==> config.mk <==
export PLATFORM = sky130hd
export DESIGN_NAME = gmbi_mac
export DESIGN_NICKNAME = d
export VERILOG_FILES = /design/src/rtl/core/gmbi_pkg.sv /design/src/rtl/core/gmbi_mac.sv
export SDC_FILE = /design/constraint.sdc
export NUM_CORES = 1
export LEC_CHECK = 0
export ABC_AREA = 0
export BUFFER_PORTS_ARGS = -buffer_cell sky130_fd_sc_hd__buf_2
export CAP_MARGIN = 30
export CORE_MARGIN = 3
export CORE_UTILIZATION = 55
export CTS_BUF_LIST = sky130_fd_sc_hd__clkbuf_8
export CTS_CLUSTER_SIZE = 8
export DETAILED_ROUTE_END_ITERATION = 8
export GPL_TIMING_DRIVEN = 0
export PLACE_DENSITY = 0.75
export SLEW_MARGIN = 20
export SYNTH_ARGS = -nofsm -noshare
export SYNTH_HDL_FRONTEND = slang
export SYNTH_SLANG_ARGS = --single-unit
==> constraint.sdc <==
create_clock -name clk -period 5.54 [get_ports clk]
set_clock_uncertainty 0.05 [all_clocks]
set_input_delay 0.277 -clock clk [delete_from_list [all_inputs] [get_ports clk]]
set_output_delay 0.277 -clock clk [all_outputs]
set_load 0.1 [all_outputs]
==> src/rtl/core/gmbi_pkg.sv <==
// gmbi_pkg: shared constants, types and codes for the grid map interpolator
// used by every file under rtl/core; no dependencies of its own

package gmbi_pkg;

  // grid geometry and coordinate format
  localparam int ROWS      = 128;
  localparam int COLS      = 128;
  localparam int FRAC_BITS = 8;

  localparam int ROW_W  = $clog2(ROWS);
  localparam int COL_W  = $clog2(COLS);
  localparam int DEPTH  = ROWS * COLS;
  localparam int ADDR_W = $clog2(DEPTH);

  localparam int DATA_W = 16;
  localparam int SCALE  = 1 << FRAC_BITS;
  localparam int W_W    = FRAC_BITS + 1;       // one axis weight, up to SCALE
  localparam int WGT_W  = 2 * FRAC_BITS + 1;   // corner weight, up to SCALE^2
  localparam int ACC_W  = 2 * FRAC_BITS + 18;  // weighted sum of four corners

  localparam logic [DATA_W-1:0] ONE_Q15 = 16'd32768;

  // request codes carried in in_tuser
  localparam logic MODE_WRITE  = 1'b0;
  localparam logic MODE_LOOKUP = 1'b1;

  typedef enum logic [2:0] {
    ST_CLEAR,
    ST_IDLE,
    ST_READ,
    ST_ACC,
    ST_DONE
  } state_t;

  typedef struct packed {
    logic              we;
    logic              re;
    logic [ADDR_W-1:0] addr;
    logic [DATA_W-1:0] wdata;
  } mem_req_t;

  typedef struct packed {
    logic                 clr;
    logic                 load_w;
    logic [1:0]           corner;
    logic [FRAC_BITS-1:0] fr;
    logic [FRAC_BITS-1:0] fc;
  } mac_ctl_t;

endpackage

==> src/rtl/core/gmbi_mac.sv <==
// gmbi_mac: corner weight generation and weighted accumulation of table reads
// depends on gmbi_pkg

module gmbi_mac (
  input  logic                          clk,
  input  gmbi_pkg::mac_ctl_t            ctl,
  input  logic [gmbi_pkg::DATA_W-1:0]   rdata,
  output logic [gmbi_pkg::DATA_W-1:0]   value
);

  logic [gmbi_pkg::W_W-1:0]   wr;
  logic [gmbi_pkg::W_W-1:0]   wc;
  logic [gmbi_pkg::WGT_W-1:0] wgt_nxt;
  logic [gmbi_pkg::WGT_W-1:0] wgt_r;
  logic [gmbi_pkg::ACC_W-1:0] prod;
  logic [gmbi_pkg::ACC_W-1:0] acc_r;
  logic                       acc_en_r;

  // corner bit 1 selects the lower row, bit 0 the right column
  always_comb begin
    wr = ctl.corner[1] ? gmbi_pkg::W_W'(ctl.fr)
                       : gmbi_pkg::W_W'(gmbi_pkg::SCALE) - gmbi_pkg::W_W'(ctl.fr);
    wc = ctl.corner[0] ? gmbi_pkg::W_W'(ctl.fc)
                       : gmbi_pkg::W_W'(gmbi_pkg::SCALE) - gmbi_pkg::W_W'(ctl.fc);
    wgt_nxt = gmbi_pkg::WGT_W'(wr) * gmbi_pkg::WGT_W'(wc);
    prod    = gmbi_pkg::ACC_W'(wgt_r) * gmbi_pkg::ACC_W'(rdata);
  end

  // weight is registered with the read, product lands as the data returns
  always_ff @(posedge clk) begin
    acc_en_r <= ctl.load_w;
    if (ctl.load_w) begin
      wgt_r <= wgt_nxt;
    end
    if (ctl.clr) begin
      acc_r <= '0;
    end else if (acc_en_r) begin
      acc_r <= acc_r + prod;
    end
  end

  assign value = acc_r[2*gmbi_pkg::FRAC_BITS +: gmbi_pkg::DATA_W];

endmodule

# Yosys cells after proc, flatten, opt, wreduce, memory -nomap -nowiden
# Index checks and enable logic that the tools add are counted.
[totals]
ff_bits = 52
latchBits = 0
mem_bits_rw = 0
romBits = 0
input_bits = 37
output_inout_bits = 16
word_cells = 10
n_memories = 0
[op_classes]
n_addsub = 3
multipliers = 2
n_div = 0
order_cmp = 0
eq_ne = 0
shifts = 0
muxes = 2
bitwise_logic = 0
n_reduce_logical = 0
[ops]
columns = ["operator", "count"]
rows = [
  ["34-bit by 33-bit adder with 34-bit output", 1],
  ["17-bit by 16-bit multiplier with 33-bit output", 1],
  ["9-bit two-way mux", 2],
  ["9-bit by 8-bit subtractor with 9-bit output (first input constant)", 2],
  ["9-bit by 9-bit multiplier with 17-bit output", 1],
]

# Depth between registers and ports, before layout
[logic_depth]
word_depth = 3
mapped_depth = 24

# Least setup slack after synthesis
# Ideal clock, no wire load.
[synth_path]
path_kind = "input -> register"
from = "in rdata[7] in the netlist's numbering"
to = "reg acc_r[29] in the netlist's numbering"
setup_time_ns = 0.086
arrival_ns = 5.734
required_ns = 5.404
slack_ns = -0.330
stages = 23
path_buffers = 3
path_cell_list = "clkbuf_1 clkbuf_1 nand2_1 fa_1 inv_1 fa_1 inv_1 fa_1 inv_1 fa_1 fa_1 inv_1 fa_1 inv_1 ha_1 clkbuf_1 nand2_1 or2_1 or3_1 o211ai_1 o31ai_1 xor2_1 a211oi_1"
[synth_between]
elab_chain_cells = 2
[synth_lines]
columns = ["item", "line", "rtl"]
rows = [
  ["start, declared", "gmbi_mac.sv:7", "input logic [gmbi_pkg::DATA_W-1:0] rdata,"],
  ["17-bit by 16-bit multiplier with 33-bit output", "gmbi_mac.sv:26", "prod = gmbi_pkg::ACC_W'(wgt_r) * gmbi_pkg::ACC_W'(rdata);"],
  ["34-bit by 33-bit adder with 34-bit output", "gmbi_mac.sv:38", "acc_r <= acc_r + prod;"],
  ["end signal, assigned", "gmbi_mac.sv:38", ""],
  ["end, declared", "gmbi_mac.sv:16", "logic [gmbi_pkg::ACC_W-1:0] acc_r;"],
]
# Every way passes these cells.
# A chain may end at the register's enable or synchronous reset.

# Final worst setup path
[layout_path]
from = "reg wgt_r[6] in the netlist's numbering"
to = "reg acc_r[25] in the netlist's numbering"
[layout_between]
elab_chain_cells = 2
[layout_lines]
columns = ["item", "line", "rtl"]
rows = [
  ["start, declared", "gmbi_mac.sv:14", "logic [gmbi_pkg::WGT_W-1:0] wgt_r;"],
  ["start signal, assigned", "gmbi_mac.sv:33", "wgt_r <= wgt_nxt;"],
  ["17-bit by 16-bit multiplier with 33-bit output", "gmbi_mac.sv:26", ""],
  ["34-bit by 33-bit adder with 34-bit output", "gmbi_mac.sv:38", ""],
]
# Every way passes these cells.

==> reports/qor.yml <==
run_status:
  status: "finished with violations"
  violations: "negative setup slack"
timing:
  setup_viol: 19
  fmax_mhz: 169
  worst_slack_ns: -0.382
  fin_crit_sh: 1.07
  tightest_slew_ns: 0.871
  final_max_slew_viol_count: 0
  whs_ns: 0.133
  fin_crit_ns: 5.92
  rsz0062_at_grt: "yes"
  report.final.hold_viol_count: 0
  relSlewSlack: 0.414
worst_setup_path:
  start_kind: "flop"
  worst_ep_required_time_ns: 5.71
  r2r_end: "acc_r[25]"
  crit_path_frequent_cell: "fa_1"
  rrSetupSlack_ns: -0.38
  worstRegToRegCells: 23
  max_stage_delay_ns: 0.57
  critical_path_class: "reg -> reg"
  cp_data_arrival_time_ns: 6.10
  worstPathBufferInverterCount: 8
  reg2reg_from: "wgt_r[6]"
  path_max_fanout: 4
  cp_cell_sequence: "clkbuf_8, and2_4, fa_1, inv_2, fa_1, fa_1, fa_1, inv_2, fa_1, inv_1, fa_1, inv_2, ha_4, buf_6, a21o_1, a21oi_4, or3_1, o211ai_1, buf_4, buf_6, a21oi_4, xor2_1, o21ai_1"
  worstSetupEndpointType: "flop"
  path_delay_family: "adder cells"
  crit_path_top_delay_cell: "fa_1"
routing:
  drt_drc_violations_left: 0
  first_iter_violations: 877
  wl_per_cell_um: 17.4
  drtPass1Iterations: 4
  totalWireLength_mm: 37.1
  vias: 11428
  ant_nets: 0
  vias_per_cell: 5.37
logic_synthesis:
  synth_ff_type: "dfxtp_1"
  ys_warn_count: 0
  synth_seq_cells: 50
  synthArstFlopShare: 0
  synth_edf_count: 17
  netlist_instances: 1650
  synth-seq-area-share: 0.0819
  ys_types: 55
  synthesis.area_sq_um: 14300
  avgSynthCellArea_sq_um: 8.67
  syn-num-nets: 2109
layout:
  drive_above_1_share: 0.177
  fin_nets: 2257
  final_cells: 2129
  diodes: 0
  design_area_sq_um: 16700
  area_growth_pct: 16.9
  n_fill_cell: 2067
  utilization: 0.658
floorplan:
  die_area_sq_um: 28000
  pin_count: 53
  row_count: 58
  die_h_um: 167
  core_area_sq_um: 25400
  initial_core_util: 0.563
  die_x_um: 167
run:
  max_cap_violations: 0
placed_design:
  gp_congestion: 0.953
  dpl.cell_count: 2025
  dp_hpwl_mm: 28.5
  place_area_sq_um: 15000
  port_buffers: 45
min_path:
  hold_path_depth: 2
  hold_end: "acc_r[10]"
  min_path_type: "in -> reg"
  hp-start: "ctl[19]"
clocking:
  cts_root_buffer: "clkbuf_8"
  cts_made_buffers: 5
  clock_latency_ns: 0.35
  clock-sinks: 50
  hold_buffers: 0
  clkSlewWorstSetupHoldPaths_ns: 0.11
  cts_tree: "done"
  clockBufferDepth: 2
  h-tree-depth: 2
global_routing:
  grt_pass1_vias: 11906
  grt_first_pass_wirelength_mm: 59.4
  antenna_found_initial: 1
  grt_max_degree: 19
  track_usage: 0.266
  overflow: 0
worst max-delay path by stage:
stage              start   endpoint  depth (start not counted)
5_1_grt         wgt_r[6]  acc_r[21]                         23
2_1_floorplan   rdata[7]  acc_r[29]                         21
6_report        wgt_r[6]  acc_r[25]                         23
3_3_place_gp    wgt_r[4]  acc_r[24]                         20
4_1_cts        wgt_r[10]  acc_r[28]                         21
3_5_place_dp    wgt_r[4]  acc_r[24]                         20
synth_stat cells (6+ instances only):
library cell | n | area (sq um)
edfxtp_1 | 17 | 510
a211oi_1 | 6 | 45.0
nand2_1 | 234 | 878
xor2_1 | 31 | 272
o21ai_1 | 20 | 100
buf_4 | 16 | 120
nand3_1 | 11 | 55.1
a21oi_1 | 35 | 175
nor3_1 | 8 | 40.0
nand2b_1 | 7 | 43.8
ha_1 | 135 | 1690
dfxtp_1 | 33 | 661
fa_1 | 287 | 5750
and2_1 | 142 | 888
xnor2_1 | 29 | 254
nor2_1 | 63 | 236
nor2b_1 | 8 | 50.1
clkbuf_1 | 47 | 176
mux2i_1 | 14 | 140
a21o_1 | 13 | 97.6
inv_1 | 425 | 1600
o21ai_0 | 9 | 45.0
worst register-to-register path, delay by kind of cell (launching register included):
family / cells / cell delay [ns]
buffers and inverters: 8 / 0.77
XOR/XNOR: 1 / 0.19
AO/OA/AOI/OAI: 5 / 0.44
flip-flops: 1 / 0.47
AND/OR/NAND/NOR: 2 / 0.50
adder cells (fa/ha/maj): 7 / 3.38
metal layers:
layer / up-vias / routed length (um) / GRT usage
met2: 450 / 18400 / 0.447
met3: 92 / 2930 / 0.0399
met4: 0 / 1090 / 0.0744
met1: 5738 / 14700 / 0.365
met5: - / 0 / 0
li1: 5148 / - / -
cell type report:
type                       instances  area [sq um]  share of cell area
tap                              330           413              0.0247
sequential                        50          1170              0.0700
buffer                            65           479              0.0287
multi-input combinational       1108         11900               0.710
clock buffer                       5          68.8             0.00412
inverter                         426          1600              0.0956
clock inverter                     3          43.8             0.00262
timing repair buffer             142          1070              0.0641
cell usage in the layout, fill, tap and decap left out, types with 14 or more instances in the layout:
master    instances
xor2_1           21
ha_1            119
buf_6            31
nand2_1         221
a21oi_1          26
dfxtp_1          33
edfxtp_1         17
inv_1           413
clkbuf_1         17
mux2i_1          14
o21ai_1          19
fa_1            275
buf_2            46
nor2_1           57
and2_1          133
xnor2_1          29
buf_4            86
cell families (layout without fill, tap and decap cells):
kind of cell / after synthesis / in the layout / synth area share
simple gates: 492 / 492 / 0.163
xor+xnor: 60 / 60 / 0.0368
flops: 50 / 50 / 0.0819
fa+ha+maj: 422 / 422 / 0.520
mux: 16 / 16 / 0.0114
compound gates: 118 / 118 / 0.0530
buf+inv: 492 / 641 / 0.134
flip-flops by register name (all words and copies together), names as in the netlist:
name,flops
acc_en_r,1
wgt_r,17
acc_r,32
stage by stage:
stage          setup WS [ns]  TNS [ns]
6_report              -0.382     -5.46
3_5_place_dp          -0.893    -15.47
3_3_place_gp          -0.910    -14.63
2_1_floorplan       0.000857         0
5_1_grt               -0.539     -8.03
4_1_cts               -0.338     -3.50
timing repair:
item / in CTS / in global routing
buffers inserted: 69 / 29
pin swaps: 52 / 59
endpoints found under the setup margin: 24 / 28
endpoints found under the hold margin: 0 / 0
gates resized for setup: 103 / 107
gates cloned: 1 / 0
Power is left out: the tool's default activity adds up to more than one toggle a clock period on the data nets, which glitch-free logic cannot reach.
