===== config.mk =====
export PLATFORM = sky130hd
export DESIGN_NAME = gmbi_ctrl
export DESIGN_NICKNAME = d
export VERILOG_FILES = /design/src/rtl/core/gmbi_pkg.sv /design/src/rtl/core/gmbi_ctrl.sv
export SDC_FILE = /design/constraint.sdc
export NUM_CORES = 1
export LEC_CHECK = 0
export BUFFER_PORTS_ARGS = -buffer_cell sky130_fd_sc_hd__buf_2
export CAP_MARGIN = 20
export CORE_MARGIN = 2
export CORE_UTILIZATION = 41
export DETAILED_ROUTE_END_ITERATION = 8
export PLACE_DENSITY = 0.83
export SYNTH_ARGS = -nofsm -noshare
export SYNTH_HDL_FRONTEND = slang
export SYNTH_SLANG_ARGS = --single-unit

===== constraint.sdc =====
create_clock -name clk -period 2.55 [get_ports clk]
set_input_delay 0.51 -clock clk [delete_from_list [all_inputs] [get_ports clk]]
set_output_delay 0.51 -clock clk [all_outputs]
set_load 0.01 [all_outputs]

===== src/rtl/core/gmbi_pkg.sv =====
// gmbi_pkg: shared constants, types and codes for the grid map interpolator
// used by every file under rtl/core; no dependencies of its own

package gmbi_pkg;

  // grid geometry and coordinate format
  localparam int ROWS      = 128;
  localparam int COLS      = 128;
  localparam int FRAC_BITS = 8;

  localparam int ROW_W  = $clog2(ROWS);
  localparam int COL_W  = $clog2(COLS);
  localparam int DEPTH  = ROWS * COLS;
  localparam int ADDR_W = $clog2(DEPTH);

  localparam int DATA_W = 16;
  localparam int SCALE  = 1 << FRAC_BITS;
  localparam int W_W    = FRAC_BITS + 1;       // one axis weight, up to SCALE
  localparam int WGT_W  = 2 * FRAC_BITS + 1;   // corner weight, up to SCALE^2
  localparam int ACC_W  = 2 * FRAC_BITS + 18;  // weighted sum of four corners

  localparam logic [DATA_W-1:0] ONE_Q15 = 16'd32768;

  // request codes carried in in_tuser
  localparam logic MODE_WRITE  = 1'b0;
  localparam logic MODE_LOOKUP = 1'b1;

  typedef enum logic [2:0] {
    ST_CLEAR,
    ST_IDLE,
    ST_READ,
    ST_ACC,
    ST_DONE
  } state_t;

  typedef struct packed {
    logic              we;
    logic              re;
    logic [ADDR_W-1:0] addr;
    logic [DATA_W-1:0] wdata;
  } mem_req_t;

  typedef struct packed {
    logic                 clr;
    logic                 load_w;
    logic [1:0]           corner;
    logic [FRAC_BITS-1:0] fr;
    logic [FRAC_BITS-1:0] fc;
  } mac_ctl_t;

endpackage


===== src/rtl/core/gmbi_ctrl.sv =====
// gmbi_ctrl: request decode, clearing sweep, corner sequencing and output register
// depends on gmbi_pkg

module gmbi_ctrl (
  input  logic                          clk,
  input  logic                          rst_n,
  input  logic                          in_tvalid,
  output logic                          in_tready,
  input  logic [63:0]                   in_tdata,
  input  logic                          in_tuser,
  output logic                          out_tvalid,
  input  logic                          out_tready,
  output logic [15:0]                   out_tdata,
  output logic                          out_tuser,
  output gmbi_pkg::mem_req_t            mem_req,
  output gmbi_pkg::mac_ctl_t            mac_ctl,
  input  logic [gmbi_pkg::DATA_W-1:0]   mac_value
);

  gmbi_pkg::state_t state_r, state_nxt;

  logic [gmbi_pkg::ADDR_W-1:0]    clr_addr_r;
  logic [1:0]                     k_r;
  logic [gmbi_pkg::ROW_W-1:0]     row_r;
  logic [gmbi_pkg::COL_W-1:0]     col_r;
  logic [gmbi_pkg::FRAC_BITS-1:0] fr_r;
  logic [gmbi_pkg::FRAC_BITS-1:0] fc_r;
  logic                           hit_r;
  logic                           out_valid_r;
  logic [gmbi_pkg::DATA_W-1:0]    out_value_r;
  logic                           out_hit_r;

  logic [6:0]  write_row;
  logic [6:0]  write_col;
  logic [15:0] write_value;
  logic [15:0] row_coord;
  logic [15:0] col_coord;

  logic        in_fire;
  logic        wr_inside;
  logic        rd_inside;
  logic [16:0] ri_ext;
  logic [16:0] ci_ext;
  logic [15:0] wval_sat;
  logic [gmbi_pkg::ROW_W-1:0]  crow;
  logic [gmbi_pkg::COL_W-1:0]  ccol;
  logic [gmbi_pkg::ADDR_W-1:0] rd_addr;
  logic [gmbi_pkg::ADDR_W-1:0] wr_addr;
  logic        out_free;

  assign write_row   = in_tdata[6:0];
  assign write_col   = in_tdata[13:7];
  assign write_value = in_tdata[29:14];
  assign row_coord   = in_tdata[45:30];
  assign col_coord   = in_tdata[61:46];

  assign in_fire  = in_tvalid && in_tready;
  assign out_free = !out_valid_r || out_tready;

  always_comb begin
    ri_ext    = 17'(row_coord[14:gmbi_pkg::FRAC_BITS]);
    ci_ext    = 17'(col_coord[14:gmbi_pkg::FRAC_BITS]);
    // negative coordinates count as outside the grid
    rd_inside = !row_coord[15] && !col_coord[15]
                && (ri_ext + 17'd1 < 17'(gmbi_pkg::ROWS))
                && (ci_ext + 17'd1 < 17'(gmbi_pkg::COLS));
    wr_inside = (9'(write_row) < 9'(gmbi_pkg::ROWS))
                && (9'(write_col) < 9'(gmbi_pkg::COLS));
    wval_sat  = (write_value > gmbi_pkg::ONE_Q15) ? gmbi_pkg::ONE_Q15 : write_value;
    wr_addr   = gmbi_pkg::ADDR_W'(write_row) * gmbi_pkg::ADDR_W'(gmbi_pkg::COLS)
                + gmbi_pkg::ADDR_W'(write_col);
    crow      = row_r + gmbi_pkg::ROW_W'(k_r[1]);
    ccol      = col_r + gmbi_pkg::COL_W'(k_r[0]);
    rd_addr   = gmbi_pkg::ADDR_W'(crow) * gmbi_pkg::ADDR_W'(gmbi_pkg::COLS)
                + gmbi_pkg::ADDR_W'(ccol);
  end

  // next state
  always_comb begin
    state_nxt = state_r;
    case (state_r)
      gmbi_pkg::ST_CLEAR: begin
        if (clr_addr_r == gmbi_pkg::ADDR_W'(gmbi_pkg::DEPTH - 1)) begin
          state_nxt = gmbi_pkg::ST_IDLE;
        end
      end
      gmbi_pkg::ST_IDLE: begin
        if (in_fire && in_tuser == gmbi_pkg::MODE_LOOKUP) begin
          state_nxt = rd_inside ? gmbi_pkg::ST_READ : gmbi_pkg::ST_DONE;
        end
      end
      gmbi_pkg::ST_READ: begin
        if (k_r == 2'd3) begin
          state_nxt = gmbi_pkg::ST_ACC;
        end
      end
      gmbi_pkg::ST_ACC: begin
        state_nxt = gmbi_pkg::ST_DONE;
      end
      gmbi_pkg::ST_DONE: begin
        if (out_free) begin
          state_nxt = gmbi_pkg::ST_IDLE;
        end
      end
      default: begin
        state_nxt = gmbi_pkg::ST_CLEAR;
      end
    endcase
  end

  // outputs
  always_comb begin
    in_tready      = 1'b0;
    mem_req        = '0;
    mac_ctl.clr    = 1'b0;
    mac_ctl.load_w = 1'b0;
    mac_ctl.corner = k_r;
    mac_ctl.fr     = fr_r;
    mac_ctl.fc     = fc_r;
    case (state_r)
      gmbi_pkg::ST_CLEAR: begin
        mem_req.we   = 1'b1;
        mem_req.addr = clr_addr_r;
      end
      gmbi_pkg::ST_IDLE: begin
        in_tready = 1'b1;
        if (in_tvalid && in_tuser == gmbi_pkg::MODE_WRITE && wr_inside) begin
          mem_req.we    = 1'b1;
          mem_req.addr  = wr_addr;
          mem_req.wdata = wval_sat;
        end
        if (in_tvalid && in_tuser == gmbi_pkg::MODE_LOOKUP) begin
          mac_ctl.clr = 1'b1;
        end
      end
      gmbi_pkg::ST_READ: begin
        mem_req.re     = 1'b1;
        mem_req.addr   = rd_addr;
        mac_ctl.load_w = 1'b1;
      end
      default: begin
      end
    endcase
  end

  always_ff @(posedge clk) begin
    if (!rst_n) begin
      state_r     <= gmbi_pkg::ST_CLEAR;
      clr_addr_r  <= '0;
      k_r         <= '0;
      out_valid_r <= 1'b0;
    end else begin
      state_r <= state_nxt;
      if (state_r == gmbi_pkg::ST_CLEAR) begin
        clr_addr_r <= clr_addr_r + gmbi_pkg::ADDR_W'(1);
      end
      if (state_r == gmbi_pkg::ST_READ) begin
        k_r <= k_r + 2'd1;
      end else begin
        k_r <= '0;
      end
      if (state_r == gmbi_pkg::ST_DONE && out_free) begin
        out_valid_r <= 1'b1;
      end else if (out_tready) begin
        out_valid_r <= 1'b0;
      end
    end
  end

  always_ff @(posedge clk) begin
    if (in_fire && in_tuser == gmbi_pkg::MODE_LOOKUP) begin
      row_r <= gmbi_pkg::ROW_W'(ri_ext);
      col_r <= gmbi_pkg::COL_W'(ci_ext);
      fr_r  <= row_coord[gmbi_pkg::FRAC_BITS-1:0];
      fc_r  <= col_coord[gmbi_pkg::FRAC_BITS-1:0];
      hit_r <= rd_inside;
    end
    if (state_r == gmbi_pkg::ST_DONE && out_free) begin
      out_value_r <= mac_value;
      out_hit_r   <= hit_r;
    end
  end

  assign out_tvalid = out_valid_r;
  assign out_tdata  = out_value_r;
  assign out_tuser  = out_hit_r;

endmodule


# ---- Yosys cells after proc, flatten, opt, wreduce, memory -nomap -nowiden
# Cells that the tools add are included.
dict set report op_classes {
  n_addsub 8
  order_cmp 3
  n_eq_ne 10
  mux 18
  bitwise 1
  reduce_logical 16
}
# cell count
set ops {}
lappend ops {{14-bit one-hot mux with 3 select lines} 1}
lappend ops {{16-bit 2-to-1 mux} 2}
lappend ops {{30-bit 2-to-1 mux} 1}
lappend ops {{14-bit by 7-bit adder with 14-bit output} 2}
lappend ops {{7-bit by 1-bit adder with 8-bit output (second input constant)} 2}
lappend ops {{16-bit > comparator (second input constant)} 1}
lappend ops {{8-bit < comparator (second input constant)} 2}
lappend ops {{3-bit 2-to-1 mux} 5}
lappend ops {{3-bit one-hot mux with 5 select lines} 1}
lappend ops {{14-bit by 1-bit adder with 14-bit output (second input constant)} 1}
lappend ops {{7-bit by 1-bit adder with 7-bit output} 2}
lappend ops {{14-bit equality test (second input constant)} 1}
lappend ops {{1-bit logical AND} 8}
lappend ops {{2-bit != test (second input constant)} 4}
lappend ops {{1-bit 2-to-1 mux} 7}
lappend ops {{3-bit by 2-bit equality test with 1-bit output (second input constant)} 2}
lappend ops {{4-bit AND reduction} 1}
lappend ops {{3-bit by 1-bit equality test with 1-bit output (second input constant)} 1}
lappend ops {{3-bit equality test (second input constant)} 1}
lappend ops {{1-bit logical NOT} 3}
lappend ops {{3-bit logical NOT} 1}
lappend ops {{2-bit by 1-bit adder with 2-bit output (second input constant)} 1}
lappend ops {{2-bit equality test (second input constant)} 1}
lappend ops {{1-bit one-hot mux with 2 select lines} 1}
lappend ops {{other kinds (4)} 4}
dict set report word_totals {
  register_bits 68
  input_bits 85
  elab_cells 67
}

# ---- Depth between registers and ports, before layout
# Gate-level depths: netlist of the first run.
dict set report logic_depth {
  depth_word 7
  ltp_mapped 8
}

# ---- Worst setup path after synthesis of the first run
# No wires, ideal clock.
dict set report synth_path {
  kind {flip-flop to flip-flop}
  startpoint {register state_r[2]}
  endpoint {register out_value_r (netlist bit out_tdata[0]) (enable)}
  setup_ps 435
  t_arrival_ps 2336
  slack_ps -221
  stages_incl_launch_ff 4
  n_path_buf 1
  cell_sequence {dfxtp_1 clkbuf_1 inv_1 nor4_1}
}
dict set report synth_via {
  elab_chain_cells 2
}
# element line_no
set synth_rtl {}
lappend synth_rtl {{start, declared} gmbi_ctrl.sv:20} ;# gmbi_pkg::state_t state_r, state_nxt;
lappend synth_rtl {{start signal, assigned} gmbi_ctrl.sv:148} ;# state_r <= gmbi_pkg::ST_CLEAR;
lappend synth_rtl {{start signal, assigned} gmbi_ctrl.sv:153} ;# state_r <= state_nxt;
lappend synth_rtl {{3-bit equality test} gmbi_ctrl.sv:178} ;# if (state_r == gmbi_pkg::ST_DONE && out_free) begin
lappend synth_rtl {{1-bit logical AND} gmbi_ctrl.sv:178}
lappend synth_rtl {{end signal, assigned} gmbi_ctrl.sv:179} ;# out_value_r <= mac_value;
lappend synth_rtl {{end, declared} gmbi_ctrl.sv:30} ;# logic [gmbi_pkg::DATA_W-1:0] out_value_r;
# No other way between the ends.
# A chain may end at the register's enable or synchronous reset.

==> results.yml, run 1 <==
logic_synthesis:
  synth_area_um2: 3023
  ys_seq_area_share_pct: 60.93
  yosys.area_share.simple_pct: 17.59
  synth_top_family_by_area: "simple AND/OR/NAND/NOR gates"
  synth-xor-area-share_pct: 6.084
  synthMuxAreaShare_pct: 0
  async_flop_share_pct: 0
  synth_cell_types: 42
  syn_inst: 251
  syn-num-nets: 342
  synth_fa_ha_area_share_pct: 2.483
  yosys_warnings: 0
  avgSynthCellArea_um2: 12.04
  synth_edf_count: 48
  synth-compound-area-share_pct: 9.106
  synth-seq-cells: 68
  synthFlopType: "edfxtp_1"
detailed_routing:
  route.antenna.remaining_nets: 0
  drtPass1Iterations: 7
  drcViolationCount: 0
  wl_per_cell_um: 14.27
  vias: 2604
  wl_um: 7337
  drtIter0Drc: 164
  vias_per_cell: 5.066
timing:
  worst_pin_slew_ps: 436.7
  fmax_mhz: 412.2
  setup_viol: 0
  report.final.slew_viol_count: 0
  finalCriticalPeriod_ps: 2426
  skew_ps: 8.887
  relSlewSlack_pct: 70.88
  hold_viol: 0
  fin_setup_tns_ps: 0
  grt_setup_unrepaired: "false"
  fin_crit_sh_pct: 95.15
final_layout:
  drive_gt1_share_pct: 43.86
  antenna_cells: 0
  area_growth_pct: 36.38
  nFillCells: 647
  final_net_count: 501
  final_cells: 514
worst_hold_path:
  min_path_cells: 1
  worstHoldStart: "mac_value[14]"
  hold_path_class: "in -> reg"
  min_to: "out_tdata[14]$_DFFE_PP_"
floorplan:
  coreArea_um2: 7214
  rows: 31
  fp.dieArea_um2: 8076
  initial_core_util_pct: 41.90
  fp.dieW_um: 89.87
  die_h_um: 89.87
  io_pins: 156
clock_tree:
  htreeDepth: 3
  cts_buffers: 9
  insertion_delay_ps: 330
  cts_sinks: 68
  tritoncts: "built"
  clk_pin_slew_ps: 70
  cts_root_buf: "clkbuf_8"
  cts_max_path_buffers: 2
placed_design:
  place_hpwl_um: 5743
  portBuffers: 153
  placed_cells: 496
  place_congestion: 0.8730
global_routing:
  antenna_found_initial: 0
  grt_use_total_pct: 18.64
  overflow: 0
  grt_max_degree: 22
  grt_first_pass_wirelength_um: 12070
  grt_pass1_vias: 2473
setup_path:
  endpoint_kind: "primary output"
  r2r_end: "clr_addr_r[9]$_SDFFE_PN0N_"
  crit_fanout: 15
  ff2ff_path_depth: 4
  arrival_ps: 1920
  critical_path_class: "reg -> out"
  cp.required_ps: 2040
  setup.worst_path.start: "state_r[2]$_SDFFE_PN0P_"
  ff2ff_setup_slack_ps: 520
  r2r-start: "state_r[0]$_SDFFE_PN0P_"
  start_kind: "flip-flop"
pwr:
  finalPower_mw: 2.660
  p_leak_nw: 1.839
  p_per_area_nw_per_um2: 645.2
  peakVddDrop_uv: 382.8
status:
  status: "complete, no violations"
run:
  drv_cap: 0
==> repair_timing <==
item                                    CTS  global route
buffers inserted                          0             1
hold buffers                              0             0
cloned                                    0             0
endpoints found under the setup margin   20            26
pin swaps                                 0             1
resized for setup                         2             3
hold endpoints to repair                  0             0
==> cells in the final DEF (no fill, tap or decap), types with 3 or more instances in the layout <==
cell type	netlist	layout
nor4_1	6	5
dfxtp_1	20	18
nor2_1	6	6
nor3b_1	4	3
inv_1	11	11
nand3_1	11	11
edfxtp_1	48	48
clkbuf_1	8	3
xnor2_1	10	10
clkbuf_8	0	10
buf_4	1	7
and3_1	6	6
o21ai_0	8	8
xor2_1	11	11
and2_1	24	24
a222oi_1	6	6
o21ai_1	3	3
nand2_1	14	14
buf_2	2	153
nand4_1	7	7
ha_1	6	6
nor3_1	4	4
a22oi_1	8	8
==> how the worst max path moves through the flow <==
stage                       end  slack [ps]  cells after the start
global route         mem_req[8]           6                      6
CTS                  mem_req[1]          40                      6
global placement    mem_req[16]         330                      5
finish              mem_req[22]         120                      6
detailed placement  mem_req[16]         300                      5
floorplan           mem_req[19]          40                      7
==> through the flow <==
stage | cell area, µm² | hold slack (ps) | utilization [%] | worst slack (ps)
6_report | 4123 | 345.7 | 57.15 | 123.8
5_1_grt | 4123 | 329.9 | 57.15 | 6.221
4_1_cts | 4096 | 324.5 | 56.78 | 43.97
3_5_place_dp | 3902 | 426.2 | 54.09 | 303.4
3_3_place_gp | 3902 | 405.5 | 54.09 | 325.3
2_1_floorplan | 3029 | 400.3 | - | 37.63
==> layer usage <==
| metal | wire [µm] | vias to the layer above | share of wire, % | GRT usage [%] |
|---|---|---|---|---|
| met4 | 127 | 0 | 1.7 | 8.077 |
| met2 | 3631 | 117 | 49 | 30.93 |
| met1 | 3002 | 1226 | 41 | 23.44 |
| met5 | 0 | - | 0 | 0 |
| li1 | - | 1248 | - | - |
| met3 | 575 | 13 | 7.8 | 4.359 |
==> power breakdown <==
part	internal, mW	switching, mW
Combinational	0.231	0.276
Clock	0.475	0.375
Sequential	1.24	0.0592
Total	1.95	0.710
==> logic make-up (layout without fill, tap and decap cells) <==
group | after synthesis | count (layout)
AOI/OAI and AO/OA | 38 | 38
xor gates and xnor gates | 21 | 21
adders and majority gates | 6 | 6
buffers and inverters | 25 | 189
DFF | 68 | 68
and+or+nand+nor | 93 | 93
==> worst max-delay path: stages, from the launching register on <==
cell	delay (ps)
dfxtp_1	490
nor3b_2	100
and3b_1	200
buf_4	190
a22oi_1	300
o21ai_0	140
buf_2	170
==> cells in the mapped netlist (2+ instances only) <==
library cell	n	area share [%]
a21boi_0	2	0.50
a21boi_1	2	0.50
a222oi_1	6	2.0
a22oi_1	8	2.0
and2_1	24	5.0
and3_1	6	1.2
buf_2	2	0.33
buf_6	2	0.74
clkbuf_1	8	0.99
dfxtp_1	20	13
edfxtp_1	48	48
ha_1	6	2.5
inv_1	11	1.4
nand2_1	14	1.7
nand3_1	11	1.8
nand4_1	7	1.4
nor2_1	6	0.74
nor2b_1	2	0.41
nor3_1	4	0.66
nor3b_1	4	0.99
nor4_1	6	1.2
o21ai_0	8	1.3
o21ai_1	3	0.50
o31ai_1	2	0.50
or3_1	3	0.62
xnor2_1	10	2.9
xor2_1	11	3.2
==> sequential cells by signal, summed over array words and instances, names as in the netlist <==
register,cells
clr_addr_r,14
col_r,7
fc_r,8
fr_r,8
hit_r,1
k_r,2
out_tdata,16
out_tuser,1
out_tvalid,1
row_r,7
state_r,3
==> area by class of cell <==
class	instances	area (µm²)	area share (%)
clock buffers	13	148.9	3.612
multi-input cells	158	1091	26.46
well taps	99	123.9	3.005
flip-flops and latches	68	1844	44.73
clock inverters	3	38.79	0.9408
repair buffers	161	829.5	20.12
inverters	12	46.29	1.123
Power figures use the tool's default switching activity.
==> run 2: changes to the inputs <==
--- a/config.mk
+++ b/config.mk
@@ -10,6 +10,7 @@
 export CORE_MARGIN = 2
 export CORE_UTILIZATION = 41
 export DETAILED_ROUTE_END_ITERATION = 8
+export GPL_TIMING_DRIVEN = 0
 export PLACE_DENSITY = 0.83
 export SYNTH_ARGS = -nofsm -noshare
 export SYNTH_HDL_FRONTEND = slang
==> results.yml, run 2 (synthesized netlist as in run 1, its figures left out) <==
setup_path:
  critical_path.endpoint: "mem_req[22]"
  arrival_ps: 1960
  ff2ff_setup_slack_ps: 350
  endpoint_kind: "primary output"
  setup.worst_path.start: "state_r[1]$_SDFFE_PN0P_"
  ff2ff_path_depth: 7
  r2r_end: "clr_addr_r[11]$_SDFFE_PN0N_"
  crit_fanout: 10
  cp.required_ps: 2040
  r2r-start: "state_r[1]$_SDFFE_PN0P_"
  critical_path_class: "reg -> out"
  start_kind: "flip-flop"
timing:
  report.final.slew_viol_count: 0
  fmax_mhz: 404.6
  hold_viol: 0
  setup_viol: 0
  fin_ws_ps: 78.24
  fin_crit_sh_pct: 96.93
  finalCriticalPeriod_ps: 2472
  skew_ps: 9.825
  worst_pin_slew_ps: 509.8
  relSlewSlack_pct: 65.65
floorplan:
  fp.dieArea_um2: 8076
  initial_core_util_pct: 41.90
  fp.dieW_um: 89.87
  die_h_um: 89.87
  rows: 31
  io_pins: 156
  coreArea_um2: 7214
global_routing:
  grt_pass1_vias: 2594
  grt_max_degree: 25
  antenna_found_initial: 0
  overflow: 0
  grt_use_total_pct: 18.77
  grt_first_pass_wirelength_um: 11960
detailed_routing:
  vias: 2604
  route.antenna.remaining_nets: 0
  drtPass1Iterations: 4
  wl_um: 7626
  drtIter0Drc: 200
  vias_per_cell: 4.969
  drcViolationCount: 0
  wl_per_cell_um: 14.55
clock_tree:
  tritoncts: "built"
  cts_buffers: 9
  insertion_delay_ps: 330
  htreeDepth: 3
  cts_sinks: 68
  clk_pin_slew_ps: 70
  cts_max_path_buffers: 2
  cts_root_buf: "clkbuf_8"
final_layout:
  antenna_cells: 0
  drive_gt1_share_pct: 45.18
  final_cell_mix: "buf_2 (154), edfxtp_1 (48), and2_1 (24), dfxtp_1 (19), nand2_1 (14)"
  regArea_um2: 1843
  final_util_pct: 58.67
  largest_reg_flops: 16
  multi_input_area_um2: 1114
  final_common_cell: "buf_2"
  nFillCells: 625
  postLayoutCellArea_um2: 4233
  area_growth_pct: 40.02
  final_net_count: 511
status:
  status: "complete, no violations"
pwr:
  peakVddDrop_uv: 442.8
  p_leak_nw: 1.887
  p_per_area_nw_per_um2: 638.6
placed_design:
  postPlaceCellArea_um2: 3966
  post-place-ws_ps: -359.9
  portBuffers: 153
  place_congestion: 0.9393
  place_hpwl_um: 5869
worst_hold_path:
  hold_path_class: "in -> reg"
  min_path_cells: 1
run:
  drv_cap: 0
## run 2: changes by cell type in the layout (fill, tap and decap cells not counted), sizes merged
| cell | delta |
|---|---|
| clkbuf | +3 |
| clkinv | +1 |
| buf | +6 |
## run 2: routing by layer
metal | GRT usage (%) | wire length (µm)
met1 | 21.91 | 3098
met2 | 32.39 | 3834
met3 | 5.197 | 559
met4 | 8.333 | 133
met5 | 0 | 0
## run 2: worst min-delay path by stage
stage | start | endpoint | slack [ps]
final | mac_value[3] | out_tdata[3]$_DFFE_PP_ | 350
after detailed placement | hit_r$_DFFE_PP_ | out_tuser$_DFFE_PP_ | 410
after CTS | mac_value[15] | out_tdata[15]$_DFFE_PP_ | 320
after global placement | hit_r$_DFFE_PP_ | out_tuser$_DFFE_PP_ | 400
after floorplan | hit_r$_DFFE_PP_ | out_tuser$_DFFE_PP_ | 400
after global routing | mac_value[3] | out_tdata[3]$_DFFE_PP_ | 320
## run 2: repair_timing
action,in CTS,in global routing
buffers inserted,2,4
gates cloned,0,0
hold buffers,0,0
pin swaps,2,3
gates resized for setup,11,10
endpoints found under the setup margin,31,24
## run 2: final cells by class
| type | count | area share (%) |
|---|---|---|
| Inverter | 12 | 1.094 |
| Tap cell | 99 | 2.926 |
| Buffer | 10 | 1.833 |
| Multi-Input combinational cell | 158 | 26.31 |
| Timing Repair Buffer | 161 | 20.07 |
| Clock buffer | 12 | 3.192 |
| Sequential cell | 68 | 43.54 |
| Clock inverter | 4 | 1.035 |
## run 2: report_power, final
| part | switching [mW] | internal [mW] |
|---|---|---|
| logic | 0.314 | 0.286 |
| registers | 0.0419 | 1.24 |
| clock network | 0.373 | 0.446 |
| total | 0.728 | 1.97 |
## run 2: per-stage QoR
stage | power (mW) | instances | hold slack, ps | TNS [ps]
3_3_place_gp | 1.820 | 503 | 404.5 | -3239
6_report | 2.703 | 524 | 345.8 | 0
5_1_grt | 2.836 | 524 | 323.3 | -35.04
2_1_floorplan | 1.617 | 251 | 400.3 | 0
3_5_place_dp | 1.846 | 505 | 405.2 | -3973
4_1_cts | 2.694 | 520 | 324.5 | 0
## run 2: critical path: stages, from the launching register on
cell      delay (ps)
dfxtp_1          290
clkbuf_4         190
nor3b_4          280
and3b_2          300
buf_6            160
a22oi_1          130
o21ai_0          120
buf_2            160
==> run 3: changes to the inputs <==
--- a/config.mk
+++ b/config.mk
@@ -7,11 +7,13 @@
 export LEC_CHECK = 0
 export BUFFER_PORTS_ARGS = -buffer_cell sky130_fd_sc_hd__buf_2
 export CAP_MARGIN = 20
+export CELL_PAD_IN_SITES_DETAIL_PLACEMENT = 0
+export CELL_PAD_IN_SITES_GLOBAL_PLACEMENT = 1
 export CORE_MARGIN = 2
-export CORE_UTILIZATION = 41
+export CORE_UTILIZATION = 30
 export DETAILED_ROUTE_END_ITERATION = 8
 export GPL_TIMING_DRIVEN = 0
-export PLACE_DENSITY = 0.83
+export PLACE_DENSITY = 0.82
 export SYNTH_ARGS = -nofsm -noshare
 export SYNTH_HDL_FRONTEND = slang
 export SYNTH_SLANG_ARGS = --single-unit
==> results.yml, run 3 (synthesized netlist as in run 1, its figures left out) <==
timing:
  report.final.slew_viol_count: 0
  hold_viol: 0
  relSlewSlack_pct: 35.05
  setup_viol: 0
  fin_crit_sh_pct: 97.87
  worst_pin_slew_ps: 967.0
  finalCriticalPeriod_ps: 2496
  grt_setup_unrepaired: "true"
  skew_ps: 4.617
  fmax_mhz: 400.7
clock_tree:
  cts_max_path_buffers: 2
  cts_buffers: 9
  clk_pin_slew_ps: 70
  insertion_delay_ps: 340
  cts_sinks: 68
  cts_root_buf: "clkbuf_8"
  holdBufCountCts: 0
  tritoncts: "built"
  htreeDepth: 3
global_routing:
  grt_use_total_pct: 14.80
  grt_first_pass_wirelength_um: 12670
  grt_pass1_vias: 2620
  overflow: 0
  antenna_found_initial: 1
  grt_max_degree: 20
setup_path:
  crit_fanout: 7
  endpoint_kind: "primary output"
  slowest_delay_ps: 450
  arrival_ps: 1990
  start_kind: "flip-flop"
  critical_path_class: "reg -> out"
  path_cells: "buf_6 > nor3b_4 > and3b_2 > buf_6 > a222oi_1 > inv_1 > buf_2"
  cp_slowest_cell: "a222oi_1"
  path_buf_inv: 4
  cp.required_ps: 2040
  critPathMostFrequentCell: "buf_6"
  critPathTopFamily: "buffers and inverters"
final_layout:
  area_growth_pct: 43.46
  drive_gt1_share_pct: 46.23
  multi_input_area_um2: 1114
  final_cells: 558
  nFillCells: 953
  largest_reg_flops: 16
  regArea_um2: 1844
  postLayoutCellArea_um2: 4337
  final_cell_mix: "buf_2 (154), edfxtp_1 (48), and2_1 (24), dfxtp_1 (18), nand2_1 (14)"
  final_net_count: 510
  final_common_cell: "buf_2"
placed_design:
  place_congestion: 0.8271
  portBuffers: 153
  postPlaceCellArea_um2: 3998
  place_hpwl_um: 6285
  placed_cells: 538
detailed_routing:
  vias: 2594
  route.antenna.remaining_nets: 0
  wl_per_cell_um: 14.48
  drcViolationCount: 0
  drtPass1Iterations: 4
  vias_per_cell: 4.649
  wl_um: 8082
  drtIter0Drc: 155
worst_hold_path:
  hold_path_class: "in -> reg"
floorplan:
  die_h_um: 104.4
  io_pins: 156
  initial_core_util_pct: 30.93
  fp.dieArea_um2: 10900
  coreArea_um2: 9774
  rows: 36
  fp.dieW_um: 104.4
run:
  drv_cap: 0
pwr:
  p_leak_nw: 1.913
  p_per_area_nw_per_um2: 687.4
  finalPower_mw: 2.981
  peakVddDrop_uv: 286.9
status:
  status: "complete, no violations"
-- run 3: cell count changes in the layout (fill, tap and decap cells not counted), sizes merged --
cell      change
buf           -1
clkbuf        -2
diode         +1
clkinv        -2
clkinvlp      +1
bufinv        +2
inv           +1
-- run 3: power by group --
group / switching, mW / internal, mW
Clock: 0.409 / 0.676
Sequential: 0.0438 / 1.24
Combinational: 0.322 / 0.287
-- run 3: layout make-up --
type | instances | share of cell area (%)
sequential | 68 | 42.53
clock inverter | 6 | 2.568
antenna | 1 | 0.05770
tap | 133 | 3.837
inverter | 12 | 1.096
buffer | 10 | 1.731
multi-input combinational | 158 | 25.68
timing repair buffer | 160 | 19.33
clock buffer | 10 | 3.174
-- run 3: timing repair --
| item | 4_1_cts | 5_1_grt |
|---|---|---|
| gates resized for setup | 13 | 6 |
| pin swaps | 3 | 2 |
| setup buffers | 2 | 4 |
| setup endpoints to repair | 32 | 21 |
-- run 3: metal layers --
layer | vias to the layer above | GRT usage, % | wire length, µm
met2 | 112 | 24.60 | 3899
met1 | 1202 | 18.56 | 3456
met3 | 14 | 3.947 | 553
met5 | - | 0 | 0
met4 | 0 | 5.116 | 173
li1 | 1266 | - | -
-- run 3: path summary, 6_finish.rpt --
| check | start | end | slack [ps] | cells past startpoint |
|---|---|---|---|---|
| min reg2reg | hit_r$_DFFE_PP_ | out_tuser$_DFFE_PP_ | 420 | 0 |
| max reg2reg | state_r[1]$_SDFFE_PN0P_ | clr_addr_r[11]$_SDFFE_PN0N_ | 380 | 7 |
| max | state_r[0]$_SDFFE_PN0P_ | mem_req[23] | 50 | 7 |
| min | mac_value[12] | out_tdata[12]$_DFFE_PP_ | 340 | 1 |
-- run 3: per-stage QoR --
step                      TNS (ps)  hold WS, ps  utilization (%)  setup slack [ps]
final                            0        336.9            44.37             54.27
after floorplan                  0        400.3                -             37.63
after CTS                        0        325.4            43.87             15.67
after detailed placement     -7774        408.0            40.90            -506.7
after global placement      -13360        402.4            40.53            -508.9
after global routing        -45.83        321.0            44.37            -28.64
